### config.mk
export PLATFORM = sky130hd
export DESIGN_NAME = bhq_cell
export DESIGN_NICKNAME = d
export VERILOG_FILES = /design/src/sv/bhq_pkg.sv /design/src/sv/bhq_cell.sv
export SDC_FILE = /design/constraint.sdc
export NUM_CORES = 1
export LEC_CHECK = 0
export ABC_AREA = 1
export BUFFER_PORTS_ARGS = -buffer_cell sky130_fd_sc_hd__clkbuf_2
export CAP_MARGIN = 20
export CORE_UTILIZATION = 46
export CTS_CLUSTER_DIAMETER = 100
export CTS_CLUSTER_SIZE = 24
export DETAILED_ROUTE_END_ITERATION = 6
export PLACE_DENSITY = 0.82
export SETUP_SLACK_MARGIN = 0.4
export SLEW_MARGIN = 40
export SYNTH_ARGS = -nofsm -noshare
export SYNTH_HDL_FRONTEND = slang
export SYNTH_SLANG_ARGS = --single-unit
### constraint.sdc
create_clock -name clk_i -period 3.9 [get_ports clk_i]
set_clock_uncertainty 0.1 [all_clocks]
set_input_delay 0.585 -clock clk_i [delete_from_list [all_inputs] [get_ports clk_i]]
set_output_delay 0.585 -clock clk_i [all_outputs]
set_load 0.005 [all_outputs]
### src/sv/bhq_pkg.sv
package bhq_pkg;

  localparam int unsigned Capacity = 64;
  localparam int unsigned CountW   = $clog2(Capacity + 1);
  localparam int unsigned KeyW     = 32;
  localparam int unsigned OccW     = 7;

  typedef enum logic [1:0] {
    REQ_INSERT = 2'd0,
    REQ_REMOVE = 2'd1,
    REQ_PEEK   = 2'd2
  } req_e;

  typedef enum logic [1:0] {
    ST_OK    = 2'd0,
    ST_EMPTY = 2'd1,
    ST_FULL  = 2'd2
  } status_e;

  typedef struct packed {
    logic [1:0]             req_type;
    logic signed [KeyW-1:0] key_in;
  } in_item_t;

  typedef struct packed {
    logic signed [KeyW-1:0] key_out;
    logic [1:0]             status;
    logic [OccW-1:0]        occupancy;
  } out_item_t;

  typedef struct packed {
    logic                   ins;
    logic                   rem;
    logic signed [KeyW-1:0] new_key;
  } cell_ctrl_t;

endpackage

### src/sv/bhq_cell.sv
module bhq_cell (
  input  logic                            clk_i,
  input  bhq_pkg::cell_ctrl_t             ctrl_i,
  input  logic                            valid_i,
  input  logic signed [bhq_pkg::KeyW-1:0] left_key_i,
  input  logic                            left_gt_i,
  input  logic signed [bhq_pkg::KeyW-1:0] right_key_i,
  output logic signed [bhq_pkg::KeyW-1:0] key_o,
  output logic                            gt_o
);
  import bhq_pkg::*;

  logic signed [KeyW-1:0] key_q, key_d;

  // An empty cell behaves as if it held a key above every other.
  assign gt_o  = !valid_i || (key_q > ctrl_i.new_key);
  assign key_o = key_q;

  always_comb begin
    key_d = key_q;
    if (ctrl_i.ins && gt_o) begin
      // The first cell above the new key takes it; those beyond shift up by one.
      key_d = left_gt_i ? left_key_i : ctrl_i.new_key;
    end else if (ctrl_i.rem) begin
      key_d = right_key_i;
    end
  end

  always_ff @(posedge clk_i) begin
    key_q <= key_d;
  end

endmodule

==> summary.md <==
| Metric | Value |
|---|---|
| Status | `finished clean` |
| Net Count, Synth | `493` |
| Post-DR wirelength/cell | `12.0 µm` |
| Rel. slew slack | `0.624` |
| Vias | `2746` |
| Layout cells sized above 1 | `0.306` |
| Die Area | `6110 µm²` |
| I/O Pins | `134` |
| Synth Cell Area | `2670 µm²` |
| Site Rows | `27` |
| Vias in the first global route | `roughly 2.5k` |
| Slew Viols, Final | `0` |
| # hold bufs at CTS | `0` |
| Worst slack, placed | `~0.57 ns` |
| Starting density of the core | `0.481` |
| Quantity of gates resized following cts | `0` |
| Via/cell ratio | `4.91` |
| YS warnings | `0` |
| Die span in x | `78.1 µm` |
| Max Cap Viol | `0` |
| Number of CTS-inserted buffers | `5` |
| Tightest Pin Transition | `approximately 0.56 ns` |
| Final setup margin | `between 0.8 and 0.9 ns` |
| RSZ-0062 raised after global routing | `no` |
| Worst-Skew Late Latency | `0.28 ns` |
| Synth top area cells | `edfxtp_1 36%, nand2_1 19%, ha_1 15%` |
| Crit path launch type | `register` |
| Antenna Nets Post-Route | `0` |
| Layout area overhead | `28.7%` |
| Port bufs | `133` |
| Gr usage total | `0.219` |
| Synth top area share | `0.360` |
| Net total in the final layout | `619` |
| Max reg flops | `32` |
| Endpoints failing hold | `0` |
| Critical path data required time | `3.76 ns` |
| H-tree levels | `2` |
| CTS tree | `built` |
| Sequential fraction of the synthesis area | `0.360` |
| Antenna cells | `0` |
| Mean Syn Cell Area | `7.41 µm²` |
| Final setup fails | `0` |
| Core area | `5540 µm²` |
| First-pass GRT wire length | `approximately 11 mm` |
| Commonest non-fill, non-tap cell in the layout | `nand2_1` |
| Most frequent cells in the layout | `135 x nand2_1, 132 x clkbuf_2, 42 x inv_1` |
| Dpl hpwl | `between 5 and 6 mm` |
| Post-route clock period utilization | `0.776` |
| Grt ovf | `0` |
| Power Density | `333 nW/µm²` |
| Static leakage | `1.98 nW` |
| Worst-path clk slew | `roughly 0.070 ns` |
| Drt initial violations | `90` |
| Worst-path fanout max | `34` |
| Root Driver | `clkbuf_8` |
| Cell taking the most area after synthesis | `edfxtp_1` |
| Final TNS setup | `0 ns` |
| VDD IR max | `0.000168 V` |
| Hold WC Path Type | `in -> reg` |
| Syn Inst Count | `360` |
| GP Congestion | `0.793` |
| Max Freq | `0.330 GHz` |
| DR DRC count | `0` |
| Minimum clock period | `3.03 ns` |
| WHS Path Cells | `3` |
| Cell variety after synth | `20` |
| Drt first pass iters | `4` |
| Setup crit end kind | `register` |
| Largest net degree at the start of global routing | `64` |
| Initial antenna violation count | `0` |
| Postcts setup bufs | `0` |
| Post-Route WL | `6.70 mm` |
| CP Class | `reg -> reg` |
| Yosys reg bits | `32` |
| FF-to-FF path depth | `12` |
| Worst-case clock buffer depth | `2` |
| Worst EP arrival | `2.89 ns` |
| Clock net sink count | `32` |
| Die Y | `78.1 µm` |
## cell type report
class	instances	area, µm²
Clock inverter	3	13.8
Multi-Input combinational cell	269	1450
Fill cell	496	2110
Clock buffer	5	68.8
Tap cell	72	90.1
Timing Repair Buffer	136	691
Sequential cell	32	961
Inverter	42	158
## synth_stat cells
master	instances
nor3b_2	1
edfxtp_1	32
nand3_2	1
nor2_1	9
buf_4	3
ha_1	32
a21oi_1	14
nand4_1	2
o21a_1	2
inv_1	42
nand2_4	2
nand2_1	135
buf_6	3
nand3_1	35
buf_2	1
o21ai_0	33
clkbuf_1	10
nor2_2	1
a21o_1	1
mux2_2	1
## path summary, 6_finish.rpt
path,startpoint,to,slack (ns)
worst max register to register,key_o[31],key_o[7],0.87
worst max-delay path,key_o[31],key_o[7],0.87
worst min-delay path,right_key_i[14],key_o[14],0.47
worst min register to register,key_o[31],key_o[21],1.24
## cell families (layout without fill, tap and decap cells)
group                      after synthesis  count (layout)  share of synthesized area
and+or+nand+nor                        186             186                      0.292
buffers and inverters                   59             186                     0.0962
AOI/OAI and AO/OA                       50              50                     0.0967
adders and majority gates               32              32                      0.150
DFF                                     32              32                      0.360
muxes                                    1               1                    0.00422
## worst max-delay path: stages, from the launching register on
cell and delay, ns:
edfxtp_1 0.41, ha_1 0.36, nand2_1 0.09, nor2_2 0.13
nand2_1 0.11, nor3b_2 0.19, nand2_1 0.08, nand3_1 0.08
nand3_2 0.09, nand2_4 0.31, nand2_4 0.31, nand2_1 0.16
buf_4 0.26
## stage by stage
stage	power, mW	hold WS [ns]	instances	area [µm²]	utilization
CTS	1.15	0.456	559	3430	0.619
global placement	0.893	0.750	551	3350	0.604
finish	1.14	0.466	559	3430	0.619
detailed placement	0.908	0.755	551	3350	0.604
floorplan	0.751	0.664	360	2670	-
global route	1.23	0.461	559	3430	0.619
## power by group
| part | internal [mW] | switching [mW] | leakage, nW |
|---|---|---|---|
| combinational | 0.179 | 0.235 | 1.61 |
| clock | 0.121 | 0.120 | 0.0453 |
| sequential | 0.453 | 0.0338 | 0.330 |
| total | 0.753 | 0.388 | 1.98 |
## per-layer routing
layer / track usage / share of wire / vias up
met5: 0 / 0 / -
met4: 0.0685 / 0.0094 / 0
met3: 0.0419 / 0.041 / 6
met2: 0.399 / 0.52 / 74
met1: 0.257 / 0.43 / 1233
li1: - / - / 1433
Power figures use the tool's default switching activity.
